<file path="config.mk">
export PLATFORM = sky130hd
export DESIGN_NAME = counter_timebase_extender_core_flat
export DESIGN_NICKNAME = d
export VERILOG_FILES = /design/src/rtl/ctx_pkg.sv /design/src/rtl/ctx_if.sv /design/src/rtl/ctx_front.sv /design/src/rtl/ctx_queue.sv /design/src/rtl/ctx_back.sv /design/src/rtl/counter_timebase_extender_core.sv /design/src/flat_wrapper.sv
export SDC_FILE = /design/constraint.sdc
export NUM_CORES = 1
export LEC_CHECK = 0
export BUFFER_PORTS_ARGS = -buffer_cell sky130_fd_sc_hd__buf_2
export CORE_AREA = 2 2 216 218
export DETAILED_ROUTE_END_ITERATION = 16
export DIE_AREA = 0 0 218 220
export PLACE_DENSITY = 0.69
export SYNTH_ARGS = -nofsm -noshare
export SYNTH_HDL_FRONTEND = slang
export SYNTH_SLANG_ARGS = --single-unit
</file>
<file path="constraint.sdc">
create_clock -name clk -period 22 [get_ports clk]
set_input_delay 3.3 -clock clk [delete_from_list [all_inputs] [get_ports clk]]
set_output_delay 3.3 -clock clk [all_outputs]
set_load 0.1 [all_outputs]
</file>
<file path="src/rtl/ctx_pkg.sv">
// Shared types and constants for the counter timebase extender.
`timescale 1ns / 1ps
package ctx_pkg;

	localparam int unsigned TICK_SHIFT_DEF = 8;
	localparam int unsigned QUEUE_DEPTH    = 2;

	localparam int unsigned PERIOD_W  = 16;
	localparam int unsigned SAMPLE_W  = 16;
	localparam int unsigned TICKS_W   = 64;
	localparam int unsigned DIFF_W    = 32;
	localparam int unsigned COUNT_W   = 32;
	localparam int unsigned CFG_IDX_W = 1;

	localparam logic [PERIOD_W-1:0] MAX_PERIOD_RST = 16'd11931;
	localparam logic [PERIOD_W-1:0] MIN_PERIOD_RST = 16'd119;
	localparam logic [SAMPLE_W-1:0] SAMPLE_RELOAD  = 16'hFFFF;

	typedef enum logic {
		CMD_READ = 1'b0,
		CMD_SET  = 1'b1
	} cmd_t;

	typedef enum logic [CFG_IDX_W-1:0] {
		REG_MAX_PERIOD = 1'b0,
		REG_MIN_PERIOD = 1'b1
	} reg_idx_t;

	// classified item as it travels from front to back
	typedef struct packed {
		logic                is_set;
		logic [SAMPLE_W-1:0] sample;
		logic [DIFF_W-1:0]   want;
	} item_t;

endpackage

</file>
<file path="src/rtl/ctx_if.sv">
// Handshake channel interfaces: request, response and register write.
`timescale 1ns / 1ps
interface ctx_req_if;
	logic                           valid;
	logic                           ready;
	logic                           command;
	logic [ctx_pkg::SAMPLE_W-1:0]   counter_sample;
	logic [ctx_pkg::TICKS_W-1:0]    deadline;

	modport source (output valid, command, counter_sample, deadline, input ready);
	modport sink   (input valid, command, counter_sample, deadline, output ready);
endinterface

interface ctx_rsp_if;
	logic                           valid;
	logic                           ready;
	logic [ctx_pkg::TICKS_W-1:0]    scaled_ticks;
	logic                           reload_counter;
	logic                           load_period;
	logic [ctx_pkg::PERIOD_W-1:0]   period_value;
	logic [ctx_pkg::COUNT_W-1:0]    period_change_count;

	modport source (output valid, scaled_ticks, reload_counter, load_period, period_value,
		period_change_count, input ready);
	modport sink   (input valid, scaled_ticks, reload_counter, load_period, period_value,
		period_change_count, output ready);
endinterface

interface ctx_cfg_if;
	logic                           valid;
	logic                           ready;
	logic [ctx_pkg::CFG_IDX_W-1:0]  index;
	logic [ctx_pkg::PERIOD_W-1:0]   data;

	modport source (output valid, index, data, input ready);
	modport sink   (input valid, index, data, output ready);
endinterface

</file>
<file path="src/rtl/ctx_front.sv">
// Front stage: takes request beats, classifies them and pre-shifts the deadline.
`timescale 1ns / 1ps
module ctx_front #(
	parameter int unsigned TICK_SHIFT = ctx_pkg::TICK_SHIFT_DEF
) (
	input  logic            clk,
	input  logic            arst_n,
	ctx_req_if.sink         req,
	output logic            push,
	output ctx_pkg::item_t  push_item,
	input  logic            push_ready
);
	import ctx_pkg::*;

	logic  valid_s1;
	item_t item_s1;

	assign push      = valid_s1;
	assign push_item = item_s1;
	assign req.ready = !valid_s1 || push_ready;

	always_ff @(posedge clk or negedge arst_n) begin
		if (!arst_n) begin
			valid_s1 <= 1'b0;
		end else if (req.ready) begin
			valid_s1 <= req.valid;
		end
	end

	always_ff @(posedge clk) begin
		if (req.ready && req.valid) begin
			item_s1.is_set <= (cmd_t'(req.command) == CMD_SET);
			item_s1.sample <= req.counter_sample;
			item_s1.want   <= DIFF_W'(req.deadline >> TICK_SHIFT);
		end
	end

endmodule

</file>
<file path="src/rtl/ctx_queue.sv">
// Short register queue between front and back.
`timescale 1ns / 1ps
module ctx_queue #(
	parameter int unsigned DEPTH = ctx_pkg::QUEUE_DEPTH
) (
	input  logic            clk,
	input  logic            arst_n,
	input  logic            push,
	input  ctx_pkg::item_t  push_item,
	output logic            push_ready,
	output logic            pop_valid,
	output ctx_pkg::item_t  pop_item,
	input  logic            pop
);
	import ctx_pkg::*;

	localparam int unsigned PTR_W = (DEPTH > 1) ? $clog2(DEPTH) : 1;
	localparam int unsigned CNT_W = $clog2(DEPTH + 1);

	item_t             mem_q [DEPTH];
	logic [PTR_W-1:0]  wr_ptr_q;
	logic [PTR_W-1:0]  rd_ptr_q;
	logic [CNT_W-1:0]  count_q;
	logic              do_push;
	logic              do_pop;

	assign push_ready = (count_q != CNT_W'(DEPTH));
	assign pop_valid  = (count_q != '0);
	assign pop_item   = mem_q[rd_ptr_q];
	assign do_push    = push && push_ready;
	assign do_pop     = pop && pop_valid;

	function automatic logic [PTR_W-1:0] ptr_inc(input logic [PTR_W-1:0] p);
		if (p == PTR_W'(DEPTH - 1))
			return '0;
		return p + 1'b1;
	endfunction

	always_ff @(posedge clk or negedge arst_n) begin
		if (!arst_n) begin
			wr_ptr_q <= '0;
			rd_ptr_q <= '0;
			count_q  <= '0;
		end else begin
			if (do_push)
				wr_ptr_q <= ptr_inc(wr_ptr_q);
			if (do_pop)
				rd_ptr_q <= ptr_inc(rd_ptr_q);
			if (do_push && !do_pop)
				count_q <= count_q + 1'b1;
			else if (do_pop && !do_push)
				count_q <= count_q - 1'b1;
		end
	end

	always_ff @(posedge clk) begin
		if (do_push)
			mem_q[wr_ptr_q] <= push_item;
	end

endmodule

</file>
<file path="src/rtl/ctx_back.sv">
// Back stage: timebase and period state, execution and response register.
`timescale 1ns / 1ps
module ctx_back #(
	parameter int unsigned TICK_SHIFT = ctx_pkg::TICK_SHIFT_DEF
) (
	input  logic            clk,
	input  logic            arst_n,
	input  logic            item_valid,
	input  ctx_pkg::item_t  item,
	output logic            pop,
	ctx_cfg_if.sink         cfg,
	ctx_rsp_if.source       rsp
);
	import ctx_pkg::*;

	logic [PERIOD_W-1:0] max_period_q;
	logic [PERIOD_W-1:0] min_period_q;
	logic [SAMPLE_W-1:0] last_sample_q;
	logic [TICKS_W-1:0]  tick_total_q;
	logic [PERIOD_W-1:0] cur_period_q;
	logic [COUNT_W-1:0]  change_count_q;

	logic                rsp_valid_q;
	logic [TICKS_W-1:0]  scaled_ticks_q;
	logic                reload_q;
	logic                load_q;
	logic [PERIOD_W-1:0] period_q;
	logic [COUNT_W-1:0]  change_out_q;

	logic [SAMPLE_W-1:0] elapsed_raw;
	logic [SAMPLE_W-1:0] elapsed;
	logic [PERIOD_W+1:0] limit3;
	logic                runaway;
	logic [SAMPLE_W-1:0] next_sample;
	logic [TICKS_W-1:0]  next_ticks;
	logic [DIFF_W-1:0]   diff;
	logic [PERIOD_W-1:0] want_period;
	logic                ex_load;
	logic                ex_reload;
	logic [PERIOD_W-1:0] next_period;
	logic [COUNT_W-1:0]  next_count;

	assign pop = item_valid && (!rsp_valid_q || rsp.ready);
	assign cfg.ready = 1'b1;

	// both branches of the read reduce to a 16-bit wrapping subtract
	always_comb begin
		elapsed_raw = last_sample_q - item.sample;
		limit3      = {2'b00, max_period_q} + {1'b0, max_period_q, 1'b0};
		runaway     = (item.sample >= last_sample_q) &&
			({2'b00, elapsed_raw} > limit3);
		ex_reload   = !item.is_set && runaway;
		elapsed     = runaway ? cur_period_q : elapsed_raw;
		next_sample = runaway ? SAMPLE_RELOAD : item.sample;
		next_ticks  = tick_total_q + TICKS_W'(elapsed >> 1);

		diff = item.want - tick_total_q[DIFF_W-1:0];
		if (diff[DIFF_W-1] || diff < DIFF_W'(min_period_q))
			want_period = min_period_q;
		else if (diff > DIFF_W'(max_period_q))
			want_period = max_period_q;
		else
			want_period = diff[PERIOD_W-1:0];
		ex_load     = item.is_set && (want_period != cur_period_q);
		next_period = ex_load ? want_period : cur_period_q;
		next_count  = ex_load ? change_count_q + 1'b1 : change_count_q;
	end

	always_ff @(posedge clk or negedge arst_n) begin
		if (!arst_n) begin
			max_period_q   <= MAX_PERIOD_RST;
			min_period_q   <= MIN_PERIOD_RST;
			last_sample_q  <= '0;
			tick_total_q   <= '0;
			cur_period_q   <= MAX_PERIOD_RST;
			change_count_q <= '0;
			rsp_valid_q    <= 1'b0;
		end else begin
			if (cfg.valid) begin
				unique case (reg_idx_t'(cfg.index))
					REG_MAX_PERIOD: max_period_q <= cfg.data;
					REG_MIN_PERIOD: min_period_q <= cfg.data;
					default: ;
				endcase
			end
			if (pop) begin
				if (item.is_set) begin
					cur_period_q   <= next_period;
					change_count_q <= next_count;
				end else begin
					last_sample_q <= next_sample;
					tick_total_q  <= next_ticks;
				end
				rsp_valid_q <= 1'b1;
			end else if (rsp.ready) begin
				rsp_valid_q <= 1'b0;
			end
		end
	end

	always_ff @(posedge clk) begin
		if (pop) begin
			scaled_ticks_q <= (item.is_set ? tick_total_q : next_ticks) << TICK_SHIFT;
			reload_q       <= ex_reload;
			load_q         <= ex_load;
			period_q       <= next_period;
			change_out_q   <= next_count;
		end
	end

	assign rsp.valid               = rsp_valid_q;
	assign rsp.scaled_ticks        = scaled_ticks_q;
	assign rsp.reload_counter      = reload_q;
	assign rsp.load_period         = load_q;
	assign rsp.period_value        = period_q;
	assign rsp.period_change_count = change_out_q;

	a_count_tracks_load: assert property (@(posedge clk) disable iff (!arst_n)
		(pop && ex_load) |=> (change_count_q == $past(change_count_q) + 1'b1))
		else $error("period change count did not advance on a load");

	a_set_keeps_ticks: assert property (@(posedge clk) disable iff (!arst_n)
		(pop && item.is_set) |=> (tick_total_q == $past(tick_total_q)
			&& last_sample_q == $past(last_sample_q)))
		else $error("set beat disturbed the timebase");

	a_reload_sample: assert property (@(posedge clk) disable iff (!arst_n)
		(pop && ex_reload) |=> (last_sample_q == SAMPLE_RELOAD && rsp_valid_q && reload_q))
		else $error("reload did not force the sample");

	a_rsp_hold: assert property (@(posedge clk) disable iff (!arst_n)
		(rsp_valid_q && !rsp.ready) |=> (rsp_valid_q && $stable(scaled_ticks_q)))
		else $error("stalled response changed");

endmodule

</file>
<file path="src/rtl/counter_timebase_extender_core.sv">
// Top level of the counter timebase extender.
//
//  channel  dir  payload
//  req      in   command, counter_sample, deadline
//  rsp      out  scaled_ticks, reload_counter, load_period, period_value,
//                period_change_count
//  cfg      in   index (0 max_period, 1 min_period), data
//
// One beat per cycle sustained while rsp is ready; a request beat passes through the front
// register, the queue and the back response register before its response is valid.
// The back state update (16-bit subtract, clamp compares, 64-bit add) is combinational logic.
// Reset is asynchronous; no clearing pass, req.ready is already high at release.
// A stalled rsp fills the queue and then drops req.ready; cfg is always ready.
`timescale 1ns / 1ps
module counter_timebase_extender_core #(
	parameter int unsigned TICK_SHIFT  = ctx_pkg::TICK_SHIFT_DEF,
	parameter int unsigned QUEUE_DEPTH = ctx_pkg::QUEUE_DEPTH
) (
	input  logic        clk,
	input  logic        arst_n,
	ctx_req_if.sink     req,
	ctx_cfg_if.sink     cfg,
	ctx_rsp_if.source   rsp
);
	import ctx_pkg::*;

	logic  push;
	item_t push_item;
	logic  push_ready;
	logic  q_valid;
	item_t q_item;
	logic  pop;

	ctx_front #(.TICK_SHIFT(TICK_SHIFT)) u_front (
		.clk        (clk),
		.arst_n     (arst_n),
		.req        (req),
		.push       (push),
		.push_item  (push_item),
		.push_ready (push_ready)
	);

	ctx_queue #(.DEPTH(QUEUE_DEPTH)) u_queue (
		.clk        (clk),
		.arst_n     (arst_n),
		.push       (push),
		.push_item  (push_item),
		.push_ready (push_ready),
		.pop_valid  (q_valid),
		.pop_item   (q_item),
		.pop        (pop)
	);

	ctx_back #(.TICK_SHIFT(TICK_SHIFT)) u_back (
		.clk        (clk),
		.arst_n     (arst_n),
		.item_valid (q_valid),
		.item       (q_item),
		.pop        (pop),
		.cfg        (cfg),
		.rsp        (rsp)
	);

endmodule
</file>
<file path="src/flat_wrapper.sv">
// flat-port wrapper written by rule: the top's interface ports become plain ports
module counter_timebase_extender_core_flat import ctx_pkg::*;
#(
	parameter int unsigned TICK_SHIFT  = ctx_pkg::TICK_SHIFT_DEF,
	parameter int unsigned QUEUE_DEPTH = ctx_pkg::QUEUE_DEPTH
)
  (clk, arst_n, req_valid, req_command, req_counter_sample, req_deadline, req_ready, cfg_valid, cfg_index, cfg_data, cfg_ready, rsp_valid, rsp_scaled_ticks, rsp_reload_counter, rsp_load_period, rsp_period_value, rsp_period_change_count, rsp_ready);
  ctx_req_if req_i ();
  ctx_cfg_if cfg_i ();
  ctx_rsp_if rsp_i ();
  input  logic clk;
  input  logic arst_n;
  input wire logic [$bits(req_i.valid)-1:0] req_valid;
  input wire logic [$bits(req_i.command)-1:0] req_command;
  input wire logic [$bits(req_i.counter_sample)-1:0] req_counter_sample;
  input wire logic [$bits(req_i.deadline)-1:0] req_deadline;
  output wire logic [$bits(req_i.ready)-1:0] req_ready;
  input wire logic [$bits(cfg_i.valid)-1:0] cfg_valid;
  input wire logic [$bits(cfg_i.index)-1:0] cfg_index;
  input wire logic [$bits(cfg_i.data)-1:0] cfg_data;
  output wire logic [$bits(cfg_i.ready)-1:0] cfg_ready;
  output wire logic [$bits(rsp_i.valid)-1:0] rsp_valid;
  output wire logic [$bits(rsp_i.scaled_ticks)-1:0] rsp_scaled_ticks;
  output wire logic [$bits(rsp_i.reload_counter)-1:0] rsp_reload_counter;
  output wire logic [$bits(rsp_i.load_period)-1:0] rsp_load_period;
  output wire logic [$bits(rsp_i.period_value)-1:0] rsp_period_value;
  output wire logic [$bits(rsp_i.period_change_count)-1:0] rsp_period_change_count;
  input wire logic [$bits(rsp_i.ready)-1:0] rsp_ready;
  assign req_i.valid = req_valid;
  assign req_i.command = req_command;
  assign req_i.counter_sample = req_counter_sample;
  assign req_i.deadline = req_deadline;
  assign req_ready = req_i.ready;
  assign cfg_i.valid = cfg_valid;
  assign cfg_i.index = cfg_index;
  assign cfg_i.data = cfg_data;
  assign cfg_ready = cfg_i.ready;
  assign rsp_valid = rsp_i.valid;
  assign rsp_scaled_ticks = rsp_i.scaled_ticks;
  assign rsp_reload_counter = rsp_i.reload_counter;
  assign rsp_load_period = rsp_i.load_period;
  assign rsp_period_value = rsp_i.period_value;
  assign rsp_period_change_count = rsp_i.period_change_count;
  assign rsp_i.ready = rsp_ready;
  counter_timebase_extender_core #(.TICK_SHIFT(TICK_SHIFT), .QUEUE_DEPTH(QUEUE_DEPTH)) u_core (.clk(clk), .arst_n(arst_n), .req(req_i), .cfg(cfg_i), .rsp(rsp_i));
endmodule
</file>
Word level (Yosys, flattened, before mapping)
Memory sizes are Yosys's and may differ from the RTL's.
Cells that the tools add are included.
W data, S select, Z words.
- logic and storage cells: 83
- flip-flop bits (word level): 321
- bits of input ports: 103
- memory bits (writable): 98
- memories: 1
- add/sub/neg operators: 9
- order comparisons: 4
- bitwise operators: 2
- mux-type cells: 21
- eq/ne operators: 2
- reduce and logical (&&, ||, !) cells: 24
- memory list (memory ; depth ; width ; rd ports ; clocked after Yosys merged registers in ; wr ports ; line ; source):
    u_core.u_queue.mem_q ; 2 ; 49 ; 1 ; 0 ; 1 ; ctx_queue.sv:20 ; item_t mem_q [DEPTH];
- operators by type and width (kind ; count):
    $mux W16 ; 5
    $add A64 B15 Y64 ; 1
    $mux W56 ; 1
    $add A32 B1 Y32 const B ; 1
    $gt A32 B16 Y1 ; 1
    $lt A32 B16 Y1 ; 1
    $mux W32 ; 1
    $sub A32 B32 Y32 ; 1
    $add A16 B17 Y18 ; 1
    $gt A16 B18 Y1 ; 1
    $ge A16 B16 Y1 ; 1
    $ne A16 B16 Y1 ; 1
    $sub A16 B16 Y16 ; 1
    $mux W1 ; 12
    $logic_and A1 B1 Y1 ; 9
    $reduce_and A2 Y1 ; 4
    $reduce_bool A2 Y1 ; 3
    $logic_not A1 Y1 ; 5
    $mux W2 ; 2
    $logic_or A1 B1 Y1 ; 3
    $add A1 B1 Y1 const B ; 2
    $add A2 B1 Y2 const B ; 1
    $ne A2 B2 Y1 const B ; 1
    $not A1 Y1 ; 2
    $sub A2 B1 Y2 const B ; 1

Depth between registers and ports, before layout
Gate-level depths: netlist (run 1).
An unclocked memory read counts as a cell.
- depth after elaboration: 8
- depth in mapped cells: 45
- mapped depth without buffers: 41

Modules after synthesis
A second synthesis (run 1) with hierarchy kept.
- cell total of the unflattened synthesis: 2022
- area, all modules: 22720.5 µm²
- by module, submodules not included (module ; times used ; area an instance (µm²) ; cells each):
    ctx_back ; 1 ; 17211.5 ; 1798
    ctx_queue ; 1 ; 3983.8 ; 171
    ctx_front ; 1 ; 1525.2 ; 53

Least setup slack after synthesis (run 1)
Ideal clock, no wire load.
- path kind: reg2reg
- start point: reg u_core.u_queue.rd_ptr_q
- end point: reg u_core.u_back.scaled_ticks_q[46] (netlist: u_core.u_back.rsp.scaled_ticks[46]) (data pin)
- path slack: 13.231 ns
- path buffers: 4
- data required time: 21.738 ns
- stages on the path, launching flop included: 46
- data arrival time: 8.508 ns
- cells stage by stage: dfrtp_1 > clkbuf_1 > clkbuf_1 > mux2i_1 > ha_1 > nor2b_1 > o21ai_0 > a21boi_0 > o21ai_0 > a21boi_0 > o21ai_0 > a21boi_0 > o21ai_0 > a21oi_1 > o21ai_0 > nand2b_1 > a211oi_1 > nor2_1 > [... 10 more ...] > ha_1 > inv_1 > fa_1 > nor2b_1 > o21ai_0 > a21oi_1 > o21ai_0 > a21oi_1 > o21ai_0 > a21oi_1 > o21a_1 > o21ai_0 > a211o_1 > a211oi_1 > nand3_1 > clkbuf_1 > nor2_1 > xor2_1
- word-level cells in the longest chain between the ends: 7
- elaborated cells between the ends (all ways): 8
- those cells by class: add/sub: 2; order compare: 2; mux: 2; reduce/logical: 1; memory: 1
- ends and longest elaborated chain (what ; line ; source):
    from (decl) ; ctx_queue.sv:22 ; logic [PTR_W-1:0] rd_ptr_q;
    from (signal assigned) ; ctx_queue.sv:48 ; rd_ptr_q <= ptr_inc(rd_ptr_q);
    $mem_v2 Z2 W49 (*) ; -- ;
    $sub A16 B16 Y16 ; ctx_back.sv:48 ; elapsed_raw = last_sample_q - item.sample;
    $gt A16 B18 Y1 ; ctx_back.sv:51 ; ({2'b00, elapsed_raw} > limit3);
    $logic_and A1 B1 Y1 ; ctx_back.sv:50 ; runaway = (item.sample >= last_sample_q) &&
    $mux W16 ; ctx_back.sv:53 ; elapsed = runaway ? cur_period_q : elapsed_raw;
    $add A64 B15 Y64 ; ctx_back.sv:55 ; next_ticks = tick_total_q + TICKS_W'(elapsed >> 1);
    $mux W56 (*) ; -- ;
    to (signal assigned) ; ctx_back.sv:103 ; scaled_ticks_q <= (item.is_set ? tick_total_q : next_ticks) << TICK_SHIFT;
    to (decl) ; ctx_back.sv:24 ; logic [TICKS_W-1:0] scaled_ticks_q;
Mark *: on every way between the ends. The rest lies on a longest branch, timed or not.
A chain may end at the register's enable or synchronous reset.

Worst setup path after layout (run 1)
- start point: reg u_core.u_queue.rd_ptr_q
- end point: reg u_core.u_back.scaled_ticks_q[32] (netlist: u_core.u_back.rsp.scaled_ticks[32]) (data pin)
The elaborated chain is that of the path after synthesis.

==> results of run 1 <==
-- metrics by stage --
step / cells / utilization
final: 2847 / 0.5550
after floorplan: 2043 / -
after global routing: 2846 / 0.5549
after CTS: 2846 / 0.5549
after global placement: 2766 / 0.5250
after detailed placement: 2766 / 0.5250
-- final timing paths --
| kind | startpoint | endpoint | depth (start not counted) |
|---|---|---|---|
| worst max-delay path | u_core.u_queue.rd_ptr_q | u_core.u_back.rsp.scaled_ticks[32] | 40 |
| worst min-delay path | u_core.u_front.push_item[30] | u_core.u_queue.mem_q[0][30] | 0 |
| worst max register to register | u_core.u_queue.rd_ptr_q | u_core.u_back.rsp.scaled_ticks[32] | 40 |
| worst min register to register | u_core.u_front.push_item[30] | u_core.u_queue.mem_q[0][30] | 0 |
| max in group asynchronous | arst_n | u_core.u_back.max_period_q[15] | 2 |
| min in group asynchronous | arst_n | u_core.u_back.tick_total_q[55] | 1 |
-- routing by layer --
metal	share of wire	vias to the layer above	wire (um)
li1	-	7682	-
met1	0.47	7629	25160
met2	0.45	416	24220
met3	0.048	91	2548
met4	0.030	0	1628
met5	0	-	0
-- placed cells by master (no fill, tap or decap), types with 7 or more instances in the layout --
cell type,n
o21a_1,16
nor2b_1,13
edfxtp_1,253
nor2_1,137
and3_1,19
or3_1,13
mux2_2,73
a21oi_1,78
xor2_1,104
nand3_1,60
nor3_1,51
or2_2,7
conb_1,9
clkbuf_16,45
buf_4,13
clkbuf_1,15
mux2i_1,34
nor4_1,23
o21ai_0,106
o21bai_1,7
a31oi_1,29
nand2_1,164
nand2b_1,20
xnor2_1,109
a211oi_1,11
buf_2,177
o31ai_1,8
dfrtp_1,133
dfstp_2,24
inv_1,123
mux2_1,25
ha_1,127
nand4_1,39
a21o_1,34
-- sequential cells by signal, summed over array words and instances (netlist names), 2 cells and up --
| register | count |
|---|---|
| u_core.u_queue.mem_q | 98 |
| u_core.u_back.rsp.scaled_ticks | 56 |
| u_core.u_back.tick_total_q | 56 |
| u_core.u_front.push_item | 49 |
| u_core.u_back.change_count_q | 32 |
| u_core.u_back.rsp.period_change_count | 32 |
| u_core.u_back.cur_period_q | 16 |
| u_core.u_back.last_sample_q | 16 |
| u_core.u_back.max_period_q | 16 |
| u_core.u_back.min_period_q | 16 |
| u_core.u_back.rsp.period_value | 16 |
| u_core.u_queue.count_q | 2 |
-- final cells by class --
cell class	instances	area, um2
Fill cell	3951	20410
Sequential cell	411	11580
Multi-Input combinational cell	1432	10270
Clock buffer	64	1237
Timing Repair Buffer	191	994.7
Tap cell	607	759.5
Inverter	125	471.7
Clock inverter	16	135.1
Antenna cell	1	2.502
-- cells in the mapped netlist (7+ instances only) --
| master | number |
|---|---|
| or3_1 | 13 |
| xnor2_1 | 109 |
| nor4_1 | 23 |
| nand3_1 | 60 |
| mux2i_1 | 34 |
| and3_1 | 20 |
| o21bai_1 | 7 |
| nor2_1 | 139 |
| nand4_1 | 39 |
| nor3_1 | 51 |
| nand2b_1 | 20 |
| xor2_1 | 104 |
| edfxtp_1 | 253 |
| nand2_1 | 164 |
| mux2_2 | 73 |
| nor2b_1 | 14 |
| a21o_1 | 34 |
| o21a_1 | 16 |
| mux2_1 | 25 |
| a31oi_1 | 30 |
| ha_1 | 127 |
| a211oi_1 | 12 |
| o21ai_0 | 107 |
| dfrtp_1 | 134 |
| inv_1 | 123 |
| dfstp_2 | 24 |
| o31ai_1 | 8 |
| or2_2 | 7 |
| a21oi_1 | 78 |
| clkbuf_1 | 47 |
| buf_4 | 13 |
-- kinds of logic (layout without fill, tap and decap cells) --
logic type                 count (synthesis)  after routing
and+or+nand+nor                          582            582
muxes                                    132            132
adders and majority gates                131            131
AOI/OAI and AO/OA                        364            364
xor gates and xnor gates                 214            214
buffers and inverters                    200            396
other                                      2             10
DFF                                      411            411
==> run summary, run 1 <==
status: completed
yosys synthesis warning count: 0
Post-DP Area: 24,080 um2
Synth area leader: edfxtp_1
HP Class: flip-flop to flip-flop
Worst Tran Pin Value: 1152 ps
DRT antenna net count: 0
die height: 220 um
drt first-iter violations: 1,202
share of layout cells above drive strength 1: 0.1724
met2 Usage GRT: 0.3514
clock sinks: 411
Final nets: 2,439
DRC errors left: 0
met3 GRT Util: 0.02899
Setup Crit Path Kind: flip-flop to flip-flop
Area contributors post-synth: edfxtp_1 34%, dfrtp_1 15%, ha_1 7.0%
Worst path max stage delay: 720 ps
CTS tree: done
main combinational cell family by area after synthesis: simple AND/OR/NAND/NOR gates
Adder-Cell Fraction of Synth Area: 0.07373
die width: 218 um
setup ws final: 11,900 ps
CP endpoint kind: flip-flop
hold slack: 442.1 ps
simple-gate share of the synthesized area: 0.1252
Avg Cell Area, Syn: 11.12 um2
startpoint class of the critical path: flip-flop
critical-path maximum fanout: 31
Pre-antenna DRT Iters: 5
vias in the first global route: 15,370
mux contribution to synthesized area: 0.06378
CP top delay family: compound AO/OA/AOI/OAI gates
max_cap viols: 0
final period utilization: 0.4590
largest net degree at the start of global routing: 84
first-pass GRT wire length: 84,180 um
RSZ-0062 raised after global routing: false
P&R area growth vs syn: 12.44%
Max Transition Viols Final: 0
clock skew: 24.42 ps
ys async rst share: 0.3844
clk_lat worst skew: 580 ps
FP Rows: 79
RD Place Congestion: 0.9324
Final min period: 10,100 ps
Mapped Area: 22,640 um2
number of port buffers: 178
vias per cell: 5.556
grt met1 use: 0.3221
register area share after synthesis: 0.5116
# IOs: 220
Worst Path Arrival: 10,400 ps
drt total wl: 53,550 um
CTS hold repair buffers: 0
via count: 15,820
CP most frequent cell: o21ai_0
Slew headroom: 0.2286
CORE AREA: 45,860 um2
f_max: 0.09904 GHz
pre-CTS setup slack: 12,070 ps
Worst EP required: 22,300 ps
GR Overflow Total: 0
# resized after CTS: 0
top cell type's share of synthesized area: 0.3356
H-tree Lvls: 2
CP bufs+invs: 1
slowest CP cell: a211oi_2
Post-CTS Setup Bufs: 0
Synth Area in XOR/XNOR: 0.08340
Setup TNS: 0 ps
Setup violations, final: 0
final hold viol count: 0
compound-cell area share of the yosys netlist: 0.1045
wire per inst: 18.81 um
Synth Flop Type: edfxtp_1
most crowded layer after global routing: met2
Root Buffer: clkbuf_16
clk slew on worst S/H paths: 60 ps
DIE AREA: 47,960 um2
Detail Placement HPWL: 39,680 um
Longest Clk Path Bufs: 3
reg2reg setup slack: 11,900 ps
synthesized flop and latch total: 411
total track usage: 0.2250
synthesized netlist cell count: 2,036
number of antenna violations at the first check in global routing: 1
Post-synth EDFFs: 253
initial core utilization: 0.4936
Synth cell types: 85
CTS buffer count: 44
Finished Cell Area: 25,450 um2
Power of run 1 is not shown: default switching activity piles up to over one toggle a cycle in this logic, so the estimate is an artifact.
==> run 2: changes to the inputs <==
- clock period: 22 -> 10.47 ns (I/O delays scaled with it)
==> run summary, run 2 (synthesized netlist as in run 1, its figures left out) <==
status: completed
Worst Path Arrival: 9880 ps (-520 ps)
RD Place Congestion: 0.9206 (-1.3%)
first-pass GRT wire length: 84,570 um (+0.46%)
Longest Clk Path Bufs: 3 (unchanged)
# IOs: 220 (unchanged)
HP Class: flip-flop to flip-flop
final hold viol count: 0 (unchanged)
clock sinks: 411 (unchanged)
slowest CP cell: dfrtp_2
reg2reg setup slack: 990 ps (-10,910 ps)
Inst Count DP: 2,770 (+0.14%)
f_max: 0.1055 GHz (+6.5%)
RSZ-0062 raised after global routing: false
antenna cell count: 0 (-1)
Setup violations, final: 0 (unchanged)
vias in the first global route: 15,280 (-0.57%)
number of antenna violations at the first check in global routing: 0 (-1)
drt total wl: 53,880 um (+0.61%)
via count: 15,920 (+0.65%)
clock skew: 25.77 ps (+1.359 ps)
initial core utilization: 0.4936 (unchanged)
die height: 220 um (unchanged)
largest net degree at the start of global routing: 101 (+20%)
Post-Layout Cell Count: 2,847 (unchanged)
Slew headroom: 0.1908 (-0.03772)
Worst EP required: 10,880 ps (-11,420 ps)
CTS tree: done
Detail Placement HPWL: 39,810 um (+0.32%)
H-tree Lvls: 2 (unchanged)
P&R area growth vs syn: 12.65%
die width: 218 um (unchanged)
share of layout cells above drive strength 1: 0.1746 (+0.002155)
commonest non-fill, non-tap cell in the layout: edfxtp_1
Pre-antenna DRT Iters: 7 (+2)
DRC errors left: 0 (unchanged)
max_cap viols: 0 (unchanged)
Max Transition Viols Final: 0 (unchanged)
fill count: 3,911 (-1.0%)
total track usage: 0.2262 (+0.001207)
startpoint class of the critical path: flip-flop
CP endpoint kind: flip-flop
final period utilization: 0.9053 (+0.4463)
CTS buffer count: 43 (-2.3%)
commonest non-fill, non-tap cells in the layout: 253 x edfxtp_1, 177 x buf_2, 164 x nand2_1
max FFs per register: 98 (unchanged)
Final min period: 9479 ps (-618.7 ps)
grt met1 use: 0.3263 (+0.004169)
hold slack: 437.2 ps (-4.886 ps)
number of port buffers: 178 (unchanged)
CTS hold repair buffers: 0 (unchanged)
CP most frequent cell: o21ai_0
met2 Usage GRT: 0.3542 (+0.002751)
CORE AREA: 45,860 um2 (unchanged)
DIE AREA: 47,960 um2 (unchanged)
clk slew on worst S/H paths: 70 ps (about the same)
Worst path max stage delay: 640 ps (-80 ps)
drt first-iter violations: 1,227 (+2.1%)
FP Rows: 79 (unchanged)
DRT antenna net count: 0 (unchanged)
met3 GRT Util: 0.03395 (+0.004969)
Post-DP Area: 24,100 um2 (+0.10%)
Finished Cell Area: 25,500 um2 (+0.18%)
wire per inst: 18.92 um (+0.61%)
most crowded layer after global routing: met2
Setup TNS: 0 ps (unchanged)
Final nets: 2,442 (+0.12%)
clk_lat worst skew: 580 ps (about the same)
GR Overflow Total: 0 (unchanged)
most flop-heavy register: u_core.u_queue.mem_q
Root Buffer: clkbuf_16
critical-path maximum fanout: 16 (-48%)
Setup Crit Path Kind: flip-flop to flip-flop
vias per cell: 5.592 (+0.65%)
Worst Tran Pin Value: 1208 ps (+56.32 ps)
## run 2: layout make-up
type	count	area [um2]	share of cell area
multi-input combinational	1432	10280	0.4030
clock buffer	53	1124	0.04406
clock inverter	24	262.8	0.01030
sequential	411	11580	0.4542
timing repair buffer	195	1025	0.04018
tap	607	759.5	0.02978
inverter	125	471.7	0.01850
## run 2: what timing repair did
item                       in CTS  in global routing
buffers inserted                0                  0
setup endpoints to repair       0                 24
gates resized for setup         0                  2
## run 2: worst paths after layout
check / cells after the start / start / endpoint
max: 41 / u_core.u_queue.rd_ptr_q / u_core.u_back.rsp.scaled_ticks[46]
min: 0 / u_core.u_front.push_item[10] / u_core.u_queue.mem_q[0][10]
max reg2reg: 41 / u_core.u_queue.rd_ptr_q / u_core.u_back.rsp.scaled_ticks[46]
min reg2reg: 0 / u_core.u_front.push_item[10] / u_core.u_queue.mem_q[0][10]
max in group asynchronous: 2 / arst_n / u_core.u_back.last_sample_q[7]
min in group asynchronous: 1 / arst_n / u_core.u_back.tick_total_q[53]
## run 2: per-layer routing
metal / vias to the layer above / share of wire
met5: - / 0
met4: 0 / 0.025
met3: 84 / 0.048
met2: 461 / 0.45
met1: 7696 / 0.47
li1: 7680 / -
## run 2: worst max-delay path, delay by kind of cell (launching register included)
kind	cells	cell delay, ps
buffers and inverters	2	290
XOR/XNOR	1	210
multiplexers	2	740
adder cells (fa/ha/maj)	4	1160
AND/OR/NAND/NOR	8	1400
AO/OA/AOI/OAI	24	4840
flip-flops	1	640
## run 2: stage by stage
stage               setup WS [ps]    util
floorplan                    1701       -
global placement            978.9  0.5256
detailed placement          919.3  0.5256
CTS                         809.9  0.5558
global route                39.33  0.5560
finish                      991.3  0.5560
Power of run 2 is left out for the same reason.
